## config.mk

```make
export PLATFORM = sky130hd
export DESIGN_NAME = epoch_seconds_to_date_flat
export DESIGN_NICKNAME = d
export VERILOG_FILES = /design/src/hdl/estd_pkg.sv /design/src/hdl/estd_if.sv /design/src/hdl/estd_pipe.sv /design/src/hdl/epoch_seconds_to_date.sv /design/src/flat_wrapper.sv
export SDC_FILE = /design/constraint.sdc
export NUM_CORES = 2
export LEC_CHECK = 0
export BUFFER_PORTS_ARGS = -buffer_cell sky130_fd_sc_hd__buf_2
export CORE_ASPECT_RATIO = 0.7
export CORE_MARGIN = 3
export CORE_UTILIZATION = 55
export DETAILED_ROUTE_END_ITERATION = 8
export GPL_TIMING_DRIVEN = 0
export PLACE_DENSITY = 0.71
export SKIP_CTS_REPAIR_TIMING = 1
export SYNTH_ARGS = -nofsm -noshare
export SYNTH_HDL_FRONTEND = slang
export SYNTH_SLANG_ARGS = --single-unit
```

## constraint.sdc

```tcl
create_clock -name clock -period 11.1 [get_ports clock]
set_input_delay 1.11 -clock clock [delete_from_list [all_inputs] [get_ports clock]]
set_output_delay 1.11 -clock clock [all_outputs]
set_load 0.01 [all_outputs]
```

## src/hdl/estd_pkg.sv

```systemverilog
// Shared types and constants for the epoch seconds to calendar date converter.
// Field widths, calendar constants and the fixed-point reciprocals that replace
// division by constants. No dependencies.
package estd_pkg;

   localparam int EPOCH_W  = 32;
   localparam int OFFSET_W = 17;
   localparam int YEAR_W   = 12;
   localparam int MONTH_W  = 4;
   localparam int DAY_W    = 5;
   localparam int HOUR_W   = 5;
   localparam int MINUTE_W = 6;

   // Register stages between an accepted request and its response.
   localparam int PIPE_STAGES = 8;

   typedef logic signed [OFFSET_W-1:0] offset_type;

   localparam logic signed [OFFSET_W-1:0] OFFSET_RESET = 17'sd28800;

   // Register map: one register per 32-bit word.
   localparam logic REG_ZONE_OFFSET = 1'b0;

   localparam logic [16:0] SECS_PER_DAY  = 17'd86400;
   localparam logic [11:0] SECS_PER_HOUR = 12'd3600;
   localparam logic [19:0] MARCH_SHIFT   = 20'd719468;
   localparam logic [19:0] ERA4_START    = 20'd584388;
   localparam logic [19:0] ERA5_START    = 20'd730485;
   localparam logic [17:0] ERA_LAST_DAY  = 18'd146096;
   localparam logic [11:0] YEAR_ERA4     = 12'd1600;
   localparam logic [11:0] YEAR_ERA5     = 12'd2000;

   // Reciprocals ceil(2^k / d) with k = (bits of dividend) + (bits of d), which
   // makes floor(x * r / 2^k) equal to floor(x / d) over the whole dividend range.
   localparam logic [26:0] RECIP_675  = 27'(((64'd1 << 36) + 64'd674) / 64'd675);
   localparam logic [18:0] RECIP_1460 = 19'(((64'd1 << 29) + 64'd1459) / 64'd1460);
   localparam logic [18:0] RECIP_36524 = 19'(((64'd1 << 34) + 64'd36523) / 64'd36524);
   localparam logic [18:0] RECIP_365  = 19'(((64'd1 << 27) + 64'd364) / 64'd365);
   localparam logic [9:0]  RECIP_100  = 10'(((64'd1 << 16) + 64'd99) / 64'd100);
   localparam logic [11:0] RECIP_153  = 12'(((64'd1 << 19) + 64'd152) / 64'd153);
   localparam logic [11:0] RECIP_5    = 12'(((64'd1 << 14) + 64'd4) / 64'd5);
   localparam logic [17:0] RECIP_3600 = 18'(((64'd1 << 29) + 64'd3599) / 64'd3600);
   localparam logic [12:0] RECIP_60   = 13'(((64'd1 << 18) + 64'd59) / 64'd60);

endpackage

```

## src/hdl/estd_if.sv

```systemverilog
// Valid/ready channel interfaces for the request and response streams.
// Depends on estd_pkg for the field widths.
interface estd_req_if;
   logic                         valid;
   logic                         ready;
   logic [estd_pkg::EPOCH_W-1:0] epoch_seconds;

   modport source(output valid, output epoch_seconds, input ready);
   modport sink(input valid, input epoch_seconds, output ready);
endinterface

interface estd_rsp_if;
   logic                          valid;
   logic                          ready;
   logic [estd_pkg::YEAR_W-1:0]   year;
   logic [estd_pkg::MONTH_W-1:0]  month;
   logic [estd_pkg::DAY_W-1:0]    day;
   logic [estd_pkg::HOUR_W-1:0]   hour;
   logic [estd_pkg::MINUTE_W-1:0] minute;

   modport source(output valid, output year, output month, output day, output hour,
                  output minute, input ready);
   modport sink(input valid, input year, input month, input day, input hour,
                input minute, output ready);
endinterface

```

## src/hdl/estd_pipe.sv

```systemverilog
// Eight-stage conversion pipeline from seconds since the epoch to local date and time.
// Depends on estd_pkg and the channel interfaces in estd_if.sv.
module estd_pipe (
   input  logic                 clock,
   input  logic                 reset,
   input  estd_pkg::offset_type zone_offset,
   estd_req_if.sink             req,
   estd_rsp_if.source           rsp
);

   logic [estd_pkg::PIPE_STAGES-1:0] vld_ff;
   logic                             advance;

   // Stage 1: offset sum, clamped at zero.
   logic [32:0] s1_sec_ff, s1_sec_in;
   logic signed [33:0] sum_wide;

   // Stage 2: whole days.
   logic [32:0] s2_sec_ff;
   logic [15:0] s2_days_ff, s2_days_in;
   logic [52:0] day_prod;

   // Stage 3: seconds of day, day of era.
   logic [16:0] s3_rem_ff, s3_rem_in;
   logic [17:0] s3_doe_ff, s3_doe_in;
   logic        s3_era_ff, s3_era_in;
   logic [32:0] day_base;
   logic [19:0] z_days;

   // Stage 4: hour, year numerator.
   logic [16:0] s4_rem_ff;
   logic [17:0] s4_doe_ff;
   logic        s4_era_ff;
   logic [4:0]  s4_hour_ff, s4_hour_in;
   logic [17:0] s4_num_ff, s4_num_in;
   logic [36:0] n1_prod, n2_prod;
   logic [34:0] hour_prod;

   // Stage 5: year of era, seconds within the hour.
   logic [17:0] s5_doe_ff;
   logic        s5_era_ff;
   logic [4:0]  s5_hour_ff;
   logic [8:0]  s5_yoe_ff, s5_yoe_in;
   logic [11:0] s5_mrem_ff, s5_mrem_in;
   logic [36:0] yoe_prod;
   logic [16:0] hour_base;

   // Stage 6: minute, day of year.
   logic        s6_era_ff;
   logic [4:0]  s6_hour_ff;
   logic [8:0]  s6_yoe_ff;
   logic [5:0]  s6_min_ff, s6_min_in;
   logic [8:0]  s6_doy_ff, s6_doy_in;
   logic [24:0] min_prod;
   logic [18:0] cent_prod;
   logic [17:0] year_days;

   // Stage 7: March-based month index.
   logic        s7_era_ff;
   logic [4:0]  s7_hour_ff;
   logic [8:0]  s7_yoe_ff;
   logic [5:0]  s7_min_ff;
   logic [8:0]  s7_doy_ff;
   logic [3:0]  s7_mp_ff, s7_mp_in;
   logic [10:0] mp_num;
   logic [22:0] mp_prod;

   // Stage 8: output register.
   logic [estd_pkg::YEAR_W-1:0]   o_year_ff, o_year_in;
   logic [estd_pkg::MONTH_W-1:0]  o_month_ff, o_month_in;
   logic [estd_pkg::DAY_W-1:0]    o_day_ff, o_day_in;
   logic [estd_pkg::HOUR_W-1:0]   o_hour_ff;
   logic [estd_pkg::MINUTE_W-1:0] o_min_ff;
   logic [10:0] ds_num;
   logic [22:0] ds_prod;
   logic [8:0]  month_start;

   // The whole pipeline moves together; it holds only while a response waits.
   assign advance   = !vld_ff[estd_pkg::PIPE_STAGES-1] || rsp.ready;
   assign req.ready = advance;

   always_comb begin
      sum_wide  = $signed({2'b00, req.epoch_seconds}) + 34'(zone_offset);
      s1_sec_in = sum_wide[33] ? 33'd0 : sum_wide[32:0];
   end

   // Dividing by 86400 is a shift by seven and a division by 675.
   always_comb begin
      day_prod   = 53'(s1_sec_ff[32:7]) * 53'(estd_pkg::RECIP_675);
      s2_days_in = day_prod[51:36];
   end

   // Every reachable day count lies in era 4 or era 5 counted from 0000-03-01.
   always_comb begin
      day_base  = 33'(s2_days_ff) * 33'(estd_pkg::SECS_PER_DAY);
      s3_rem_in = 17'(s2_sec_ff - day_base);
      z_days    = 20'(s2_days_ff) + estd_pkg::MARCH_SHIFT;
      s3_era_in = z_days >= estd_pkg::ERA5_START;
      s3_doe_in = 18'(z_days - (s3_era_in ? estd_pkg::ERA5_START : estd_pkg::ERA4_START));
   end

   always_comb begin
      n1_prod    = 37'(s3_doe_ff) * 37'(estd_pkg::RECIP_1460);
      n2_prod    = 37'(s3_doe_ff) * 37'(estd_pkg::RECIP_36524);
      s4_num_in  = s3_doe_ff - 18'(n1_prod[36:29]) + 18'(n2_prod[36:34])
                   - 18'(s3_doe_ff >= estd_pkg::ERA_LAST_DAY);
      hour_prod  = 35'(s3_rem_ff) * 35'(estd_pkg::RECIP_3600);
      s4_hour_in = hour_prod[33:29];
   end

   always_comb begin
      yoe_prod   = 37'(s4_num_ff) * 37'(estd_pkg::RECIP_365);
      s5_yoe_in  = yoe_prod[35:27];
      hour_base  = 17'(s4_hour_ff) * 17'(estd_pkg::SECS_PER_HOUR);
      s5_mrem_in = 12'(s4_rem_ff - hour_base);
   end

   always_comb begin
      min_prod  = 25'(s5_mrem_ff) * 25'(estd_pkg::RECIP_60);
      s6_min_in = min_prod[23:18];
      cent_prod = 19'(s5_yoe_ff) * 19'(estd_pkg::RECIP_100);
      year_days = 18'(s5_yoe_ff) * 18'd365 + 18'(s5_yoe_ff[8:2]) - 18'(cent_prod[18:16]);
      s6_doy_in = 9'(s5_doe_ff - year_days);
   end

   always_comb begin
      mp_num   = 11'(s6_doy_ff) * 11'd5 + 11'd2;
      mp_prod  = 23'(mp_num) * 23'(estd_pkg::RECIP_153);
      s7_mp_in = mp_prod[22:19];
   end

   // Months are counted from March inside the era, so January and February
   // belong to the following calendar year.
   always_comb begin
      ds_num      = 11'(s7_mp_ff) * 11'd153 + 11'd2;
      ds_prod     = 23'(ds_num) * 23'(estd_pkg::RECIP_5);
      month_start = ds_prod[22:14];
      o_day_in    = 5'(s7_doy_ff - month_start + 9'd1);
      o_month_in  = (s7_mp_ff < 4'd10) ? s7_mp_ff + 4'd3 : s7_mp_ff - 4'd9;
      o_year_in   = 12'(s7_yoe_ff) + (s7_era_ff ? estd_pkg::YEAR_ERA5 : estd_pkg::YEAR_ERA4)
                    + 12'(o_month_in <= 4'd2);
   end

   always_ff @(posedge clock) begin
      if (reset) begin
         vld_ff <= '0;
      end else if (advance) begin
         vld_ff <= {vld_ff[estd_pkg::PIPE_STAGES-2:0], req.valid};
      end
   end

   always_ff @(posedge clock) begin
      if (advance) begin
         s1_sec_ff  <= s1_sec_in;

         s2_sec_ff  <= s1_sec_ff;
         s2_days_ff <= s2_days_in;

         s3_rem_ff  <= s3_rem_in;
         s3_doe_ff  <= s3_doe_in;
         s3_era_ff  <= s3_era_in;

         s4_rem_ff  <= s3_rem_ff;
         s4_doe_ff  <= s3_doe_ff;
         s4_era_ff  <= s3_era_ff;
         s4_hour_ff <= s4_hour_in;
         s4_num_ff  <= s4_num_in;

         s5_doe_ff  <= s4_doe_ff;
         s5_era_ff  <= s4_era_ff;
         s5_hour_ff <= s4_hour_ff;
         s5_yoe_ff  <= s5_yoe_in;
         s5_mrem_ff <= s5_mrem_in;

         s6_era_ff  <= s5_era_ff;
         s6_hour_ff <= s5_hour_ff;
         s6_yoe_ff  <= s5_yoe_ff;
         s6_min_ff  <= s6_min_in;
         s6_doy_ff  <= s6_doy_in;

         s7_era_ff  <= s6_era_ff;
         s7_hour_ff <= s6_hour_ff;
         s7_yoe_ff  <= s6_yoe_ff;
         s7_min_ff  <= s6_min_ff;
         s7_doy_ff  <= s6_doy_ff;
         s7_mp_ff   <= s7_mp_in;

         o_year_ff  <= o_year_in;
         o_month_ff <= o_month_in;
         o_day_ff   <= o_day_in;
         o_hour_ff  <= s7_hour_ff;
         o_min_ff   <= s7_min_ff;
      end
   end

   assign rsp.valid  = vld_ff[estd_pkg::PIPE_STAGES-1];
   assign rsp.year   = o_year_ff;
   assign rsp.month  = o_month_ff;
   assign rsp.day    = o_day_ff;
   assign rsp.hour   = o_hour_ff;
   assign rsp.minute = o_min_ff;

endmodule

```

## src/hdl/epoch_seconds_to_date.sv

```systemverilog
// Throughput: one request per cycle; the conversion is cut into eight register
// stages, and the whole pipeline holds while a response is stalled.
// Reset (synchronous) empties the pipeline and loads the zone offset with +8 hours.
// Top level: zone offset register on the APB-style port and the conversion pipeline.
// Depends on estd_pkg, estd_if.sv and estd_pipe.
module epoch_seconds_to_date (
   input  logic        clock,
   input  logic        reset,
   estd_req_if.sink    req_chan,
   estd_rsp_if.source  rsp_chan,
   input  logic        psel,
   input  logic        penable,
   input  logic        pwrite,
   input  logic [2:0]  paddr,
   input  logic [31:0] pwdata,
   output logic [31:0] prdata,
   output logic        pready
);

   estd_pkg::offset_type zone_offset_ff, zone_offset_in;
   logic                 wr_en;

   assign pready = 1'b1;
   assign wr_en  = psel && penable && pwrite && pready
                   && (paddr[2] == estd_pkg::REG_ZONE_OFFSET);

   assign zone_offset_in = wr_en ? $signed(pwdata[16:0]) : zone_offset_ff;

   always_ff @(posedge clock) begin
      if (reset) begin
         zone_offset_ff <= estd_pkg::OFFSET_RESET;
      end else begin
         zone_offset_ff <= zone_offset_in;
      end
   end

   always_comb begin
      unique case (paddr[2])
         estd_pkg::REG_ZONE_OFFSET: prdata = 32'(zone_offset_ff);
         default:                   prdata = 32'd0;
      endcase
   end

   estd_pipe u_pipe (
      .clock       (clock),
      .reset       (reset),
      .zone_offset (zone_offset_ff),
      .req         (req_chan),
      .rsp         (rsp_chan)
   );

endmodule
```

## src/flat_wrapper.sv

```systemverilog
// flat-port wrapper written by rule: the top's interface ports become plain ports
module epoch_seconds_to_date_flat 
  (clock, reset, psel, penable, pwrite, paddr, pwdata, prdata, pready, req_chan_valid, req_chan_epoch_seconds, req_chan_ready, rsp_chan_valid, rsp_chan_year, rsp_chan_month, rsp_chan_day, rsp_chan_hour, rsp_chan_minute, rsp_chan_ready);
  estd_req_if req_chan_i ();
  estd_rsp_if rsp_chan_i ();
  input  logic clock;
  input  logic reset;
  input  logic psel;
  input  logic penable;
  input  logic pwrite;
  input  logic [2:0] paddr;
  input  logic [31:0] pwdata;
  output logic [31:0] prdata;
  output logic pready;
  input wire logic [$bits(req_chan_i.valid)-1:0] req_chan_valid;
  input wire logic [$bits(req_chan_i.epoch_seconds)-1:0] req_chan_epoch_seconds;
  output wire logic [$bits(req_chan_i.ready)-1:0] req_chan_ready;
  output wire logic [$bits(rsp_chan_i.valid)-1:0] rsp_chan_valid;
  output wire logic [$bits(rsp_chan_i.year)-1:0] rsp_chan_year;
  output wire logic [$bits(rsp_chan_i.month)-1:0] rsp_chan_month;
  output wire logic [$bits(rsp_chan_i.day)-1:0] rsp_chan_day;
  output wire logic [$bits(rsp_chan_i.hour)-1:0] rsp_chan_hour;
  output wire logic [$bits(rsp_chan_i.minute)-1:0] rsp_chan_minute;
  input wire logic [$bits(rsp_chan_i.ready)-1:0] rsp_chan_ready;
  assign req_chan_i.valid = req_chan_valid;
  assign req_chan_i.epoch_seconds = req_chan_epoch_seconds;
  assign req_chan_ready = req_chan_i.ready;
  assign rsp_chan_valid = rsp_chan_i.valid;
  assign rsp_chan_year = rsp_chan_i.year;
  assign rsp_chan_month = rsp_chan_i.month;
  assign rsp_chan_day = rsp_chan_i.day;
  assign rsp_chan_hour = rsp_chan_i.hour;
  assign rsp_chan_minute = rsp_chan_i.minute;
  assign rsp_chan_i.ready = rsp_chan_ready;
  epoch_seconds_to_date u_core (.clock(clock), .reset(reset), .req_chan(req_chan_i), .rsp_chan(rsp_chan_i), .psel(psel), .penable(penable), .pwrite(pwrite), .paddr(paddr), .pwdata(pwdata), .prdata(prdata), .pready(pready));
endmodule
```

# After elaboration in Yosys (flattened, before gate mapping)

Cells that the tools add are included.

Add/subtract/negate cells: 19
$mul: 14
Magnitude comparators: 4
Muxes and demuxes: 4
Bitwise logic cells: 1
Reductions and logical operators: 5

Operator list:

| kind                                                                   | count |
|---|---|
| 26-bit by 27-bit multiplier with 52-bit output (second input constant) | 1 |
| 18-bit by 19-bit multiplier with 37-bit output (second input constant) | 1 |
| 33-bit by 17-bit adder with 34-bit output                              | 1 |
| 17-bit by 18-bit multiplier with 34-bit output (second input constant) | 1 |
| 18-bit by 16-bit multiplier with 34-bit output (second input constant) | 1 |
| 18-bit by 16-bit multiplier with 33-bit output (second input constant) | 1 |
| 32-bit two-way mux                                                     | 1 |
| 11-bit by 12-bit multiplier with 23-bit output (second input constant) | 1 |
| 12-bit by 12-bit multiplier with 23-bit output (second input constant) | 1 |
| 11-bit by 2-bit adder with 11-bit output (second input constant)       | 2 |
| 16-bit by 20-bit adder with 20-bit output (second input constant)      | 1 |
| 20-bit >= comparator (second input constant)                           | 1 |
| 11-bit by 12-bit multiplier with 19-bit output (second input constant) | 1 |
| 18-bit by 3-bit adder with 18-bit output                               | 1 |
| 18-bit >= comparator (second input constant)                           | 1 |
| 18-bit two-way mux                                                     | 1 |
| 18-bit by 1-bit subtractor with 18-bit output                          | 1 |
| 18-bit subtractor                                                      | 1 |
| 18-bit by 8-bit subtractor with 18-bit output                          | 1 |
| 17-bit subtractor                                                      | 1 |
| 16-bit by 10-bit multiplier with 10-bit output (second input constant) | 1 |
| 9-bit by 6-bit multiplier with 15-bit output (second input constant)   | 1 |
| 12-bit by 1-bit adder with 12-bit output                               | 1 |
| 9-bit by 11-bit adder with 12-bit output                               | 1 |
| other kinds (20)                                                       | 22 |

Bits in registers: 300
Bits of input ports: 74
Output and inout port bits: 67
Word-level logic and storage cells: 81

# Depth between registers and ports, before layout

Depth after elaboration: 5
Depth in mapped cells: 37
Depth with buffers taken out: 37

# Modules after synthesis

Synthesis repeated with hierarchy kept, for this count alone.

Cells, all modules: 4803
Area, all modules: 51627.0 sq um

By module, submodules not included:

| module                | times used | cells an instance | area an instance (sq um) |
|---|---|---|---|
| estd_pipe             | 1          | 4694              | 50619.8 |
| epoch_seconds_to_date | 1          | 109               | 1007.2 |

# Worst setup path before layout

No wires, ideal clock.

Path kind: input-to-reg
Start: input rsp_chan_ready
End: register u_core.u_pipe.o_day_ff (netlist bit u_core.u_pipe.rsp.day[0]) (enable)
Setup time: 2364 ps
Data arrival time: 6644 ps
Required time: 8736 ps
Setup slack: 2092 ps
Stages: 3
Buffers on the path: 1
Cells stage by stage: nor2b_1 -> clkbuf_1 -> clkinv_1

Word-level cells in the longest chain between the ends: 1

RTL lines:

| what                 | RTL line           | source |
|---|---|---|
| start, declared      | flat_wrapper.sv:24 | `input wire logic [$bits(rsp_chan_i.ready)-1:0] rsp_chan_ready;` |
| 1-bit logical OR     | estd_pipe.sv:79    | `assign advance = !vld_ff[estd_pkg::PIPE_STAGES-1] \|\| rsp.ready;` |
| net req_chan_ready   | flat_wrapper.sv:17 | `output wire logic [$bits(req_chan_i.ready)-1:0] req_chan_ready;` |
| end signal, assigned | estd_pipe.sv:190   | `o_day_ff <= o_day_in;` |
| end, declared        | estd_pipe.sv:71    | `logic [estd_pkg::DAY_W-1:0] o_day_ff, o_day_in;` |

The timed path passes the listed nets, and every way through them passes these cells.
A chain may end at the register's enable or synchronous reset.

# Worst setup path in the final report

Start: register u_core.u_pipe.s3_doe_ff[8]
End: register u_core.u_pipe.s4_num_ff[17] (data pin)

Word-level cells in the longest chain between the ends: 4
Elaborated cells on any way between the ends: 6
Classes of those cells: 3 x add/sub; 2 x mul; 1 x order compare

RTL lines:

| what                                              | RTL line         | source |
|---|---|---|
| start, declared                                   | estd_pipe.sv:25  | `logic [17:0] s3_doe_ff, s3_doe_in;` |
| start signal, assigned                            | estd_pipe.sv:160 | `s3_doe_ff <= s3_doe_in;` |
| 18-bit by 16-bit multiplier with 34-bit output    | estd_pipe.sv:103 | `n1_prod = 37'(s3_doe_ff) * 37'(estd_pkg::RECIP_1460);` |
| 18-bit by 8-bit subtractor with 18-bit output     | estd_pipe.sv:105 | `s4_num_in = s3_doe_ff - 18'(n1_prod[36:29]) + 18'(n2_prod[36:34])` |
| 18-bit by 3-bit adder with 18-bit output          | estd_pipe.sv:105 |  |
| 18-bit by 1-bit subtractor with 18-bit output (*) | estd_pipe.sv:106 | `- 18'(s3_doe_ff >= estd_pkg::ERA_LAST_DAY);` |
| net u_core.u_pipe.s4_num_in[17]                   | estd_pipe.sv:35  | `logic [17:0] s4_num_ff, s4_num_in;` |
| end signal, assigned                              | estd_pipe.sv:167 | `s4_num_ff <= s4_num_in;` |
| end, declared                                     | estd_pipe.sv:35  |  |

Mark *: on every way through the listed nets, which the timed path passes. The rest lies on a longest branch.

==> results.cfg <==
[routing]
drtIter0Drc = 1822
wl_um = 107000
wire_per_inst_um = 17.5
drc_errors = 0
vias = 32000
ant_nets = 0
vias_per_cell = 5.25
firstDrtPassIters = 5

[timing]
final.min_clock_period_ps = 10550
skew_ps = 16.5
final.setup.tns_ps = 0
fin_crit_sh_pct = 95.0
setup_viol = 0
hold_viol_final = 0
tightest_slew_ps = 1170
rsz0062_at_grt = no
max_freq_ghz = 0.0948
slew_violations = 0
max-slew-margin-rel_pct = 21.2

[global_route]
grt_max_degree = 102
grt-ovfl-total = 0
grt_pass1_vias = 33400
grt_pass1_wl_um = 176000
grtUsageTotal_pct = 23.2
antenna_found_initial = 3

[yosys]
avgSynthCellArea_um2 = 10.9
yosysWarnings = 0
synthArstFlopShare_pct = 0
synth.ff_latch_count = 300
synth_edf_count = 275
syn_inst = 4679
ys_seq_area_share_pct = 17.2
syn-num-nets = 6733
synth_flop_cell = edfxtp_1
yosysUniqueCellTypes = 79
syn_area_um2 = 50800

[critical_path]
slowest_stage = edfxtp_1
regToRegEndpoint = u_core.u_pipe.s4_num_ff[17]
end_kind = register
critical_path_class = register to register
rrSetupSlack_ps = 550
arrival_ps = 10890
max_stage_delay_ps = 1100
crit_fanout = 16
start_kind = register
required_ps = 11440
worstReg2RegStart = u_core.u_pipe.s3_doe_ff[8]
r2r_cells = 32

[place]
gp_congestion = 0.905
dpl_cell_area_um2 = 53000
io_buffers = 122
hpwlAfterDp_um = 90600
dp.cells = 6025

[clock_tree]
root_buffer = clkbuf_16
cts_buffers = 37
cts_buffer_depth = 3
cts_tree = built
cts.reportedPaths.clkPinSlew_ps = 60
cts_htree_levels = 2
clk_latency_ps = 560
cts.sinks = 300

[hold_path]
hold_end = u_core.u_pipe.s5_mrem_ff[2]
hp-start = u_core.u_pipe.s4_rem_ff[2]
hold_class = register to register
worst_hold_path.num_cells = 0

[die]
rows = 92
initial_core_util_pct = 56.0
num_io_pins = 141
dieArea_um2 = 96100
core-area_um2 = 90800
die_h_um = 260
die_x_um = 369

[layout]
layout_common_cells = 1286 x ha_1, 1210 x inv_1, 694 x fa_1
drive_gt1_share_pct = 5.21
final_common_cell = ha_1
finalNetCount = 6905
design_area_um2 = 54300
n_antenna_cell = 0
areaGrowthSynthToFinish_pct = 6.79
n_fill_cell = 7489
final_util_pct = 59.8
fin_cells = 6099

[flow_run]
maxCapViolations = 0

[outcome]
outcome = completed
per-layer routing:
metal | vias up | wire length [um] | global-route usage (%)
met4 | 2 | 1220 | 3.18
li1 | 15500 | - | -
met2 | 806 | 44200 | 33.9
met5 | - | 13 | 0
met3 | 96 | 8660 | 5.03
met1 | 15600 | 53000 | 35.8
how the worst max path moves through the flow:
| stage | from | to | cells past startpoint |
|---|---|---|---|
| after global routing | u_core.u_pipe.s3_doe_ff[7] | u_core.u_pipe.s4_num_ff[16] | 32 |
| after CTS | u_core.u_pipe.s3_doe_ff[10] | u_core.u_pipe.s4_num_ff[16] | 31 |
| after detailed placement | u_core.u_pipe.s3_doe_ff[10] | u_core.u_pipe.s4_num_ff[16] | 31 |
| final | u_core.u_pipe.s3_doe_ff[8] | u_core.u_pipe.s4_num_ff[17] | 32 |
| after global placement | rsp_chan_ready | req_chan_ready | 5 |
| after floorplan | rsp_chan_ready | u_core.u_pipe.rsp.day[0] | 3 |
flip-flops by register name, indices dropped and copies added (netlist names), 8 cells and up:
register and count:
u_core.u_pipe.rsp.year 12, u_core.u_pipe.s1_sec_ff 33, u_core.u_pipe.s2_days_ff 16, u_core.u_pipe.s2_sec_ff 17, u_core.u_pipe.s3_doe_ff 18, u_core.u_pipe.s3_rem_ff 17
u_core.u_pipe.s4_doe_ff 9, u_core.u_pipe.s4_num_ff 18, u_core.u_pipe.s4_rem_ff 12, u_core.u_pipe.s5_doe_ff 9, u_core.u_pipe.s5_mrem_ff 12, u_core.u_pipe.s5_yoe_ff 9
u_core.u_pipe.s6_doy_ff 9, u_core.u_pipe.s6_yoe_ff 9, u_core.u_pipe.s7_yoe_ff 9, u_core.u_pipe.vld_ff 8, u_core.zone_offset_ff 17
critical path: cells and delay by family, from the launching register on:
family          cells  cell delay (ps)
flops               1             1100
fa+ha+maj          10             4360
buf+inv             5              300
xor+xnor            2              450
compound gates     10             3080
simple gates        5             1020
layout make-up:
class | count | area (um2) | share of cell area, %
Buffer | 31 | 193 | 0.355
Clock buffer | 43 | 970 | 1.79
Clock inverter | 22 | 216 | 0.399
Inverter | 1211 | 4550 | 8.38
Multi-Input combinational cell | 3137 | 37300 | 68.8
Sequential cell | 300 | 8760 | 16.1
Tap cell | 1222 | 1530 | 2.82
Timing Repair Buffer | 133 | 733 | 1.35
through the flow:
step / hold WS (ps) / setup slack, ps
2_1_floorplan: 400 / 2090
3_5_place_dp: 405 / 645
3_3_place_gp: 401 / -1430
6_report: 417 / 553
5_1_grt: 424 / 5.34
4_1_cts: 417 / 565
kinds of logic after synthesis:
logic type	share of synthesized area [%]
other	0.00738
adder cells (fa/ha/maj)	59.0
AND/OR/NAND/NOR	4.29
buffers and inverters	9.32
multiplexers	0.0222
XOR/XNOR	3.81
flip-flops	17.2
AO/OA/AOI/OAI	6.31
cells in the mapped netlist (9+ instances only):
cell type,count,area [um2]
a2111oi_0,9,78.8
a21o_1,69,518
clkbuf_1,11,41.3
a21oi_1,151,756
o21ai_0,80,400
o211ai_1,12,90.1
o21bai_1,25,188
nor2b_1,43,269
nand2b_1,24,150
a211oi_1,15,113
xor2_1,61,534
fa_1,694,13900
edfxtp_1,275,8260
inv_1,1210,4540
o21a_1,32,240
nand4_1,16,100
nor2_1,115,432
nand2_1,133,499
xnor2_1,157,1380
ha_1,1286,16100
nor3_1,27,135
and3_1,10,62.6
a31oi_1,11,68.8
or2_2,14,87.6
nand3_1,29,145
buf_4,18,135
dfxtp_1,25,500
Power is left out: the tool's default activity adds up to more than one toggle a clock period on the data nets, which glitch-free logic cannot reach.
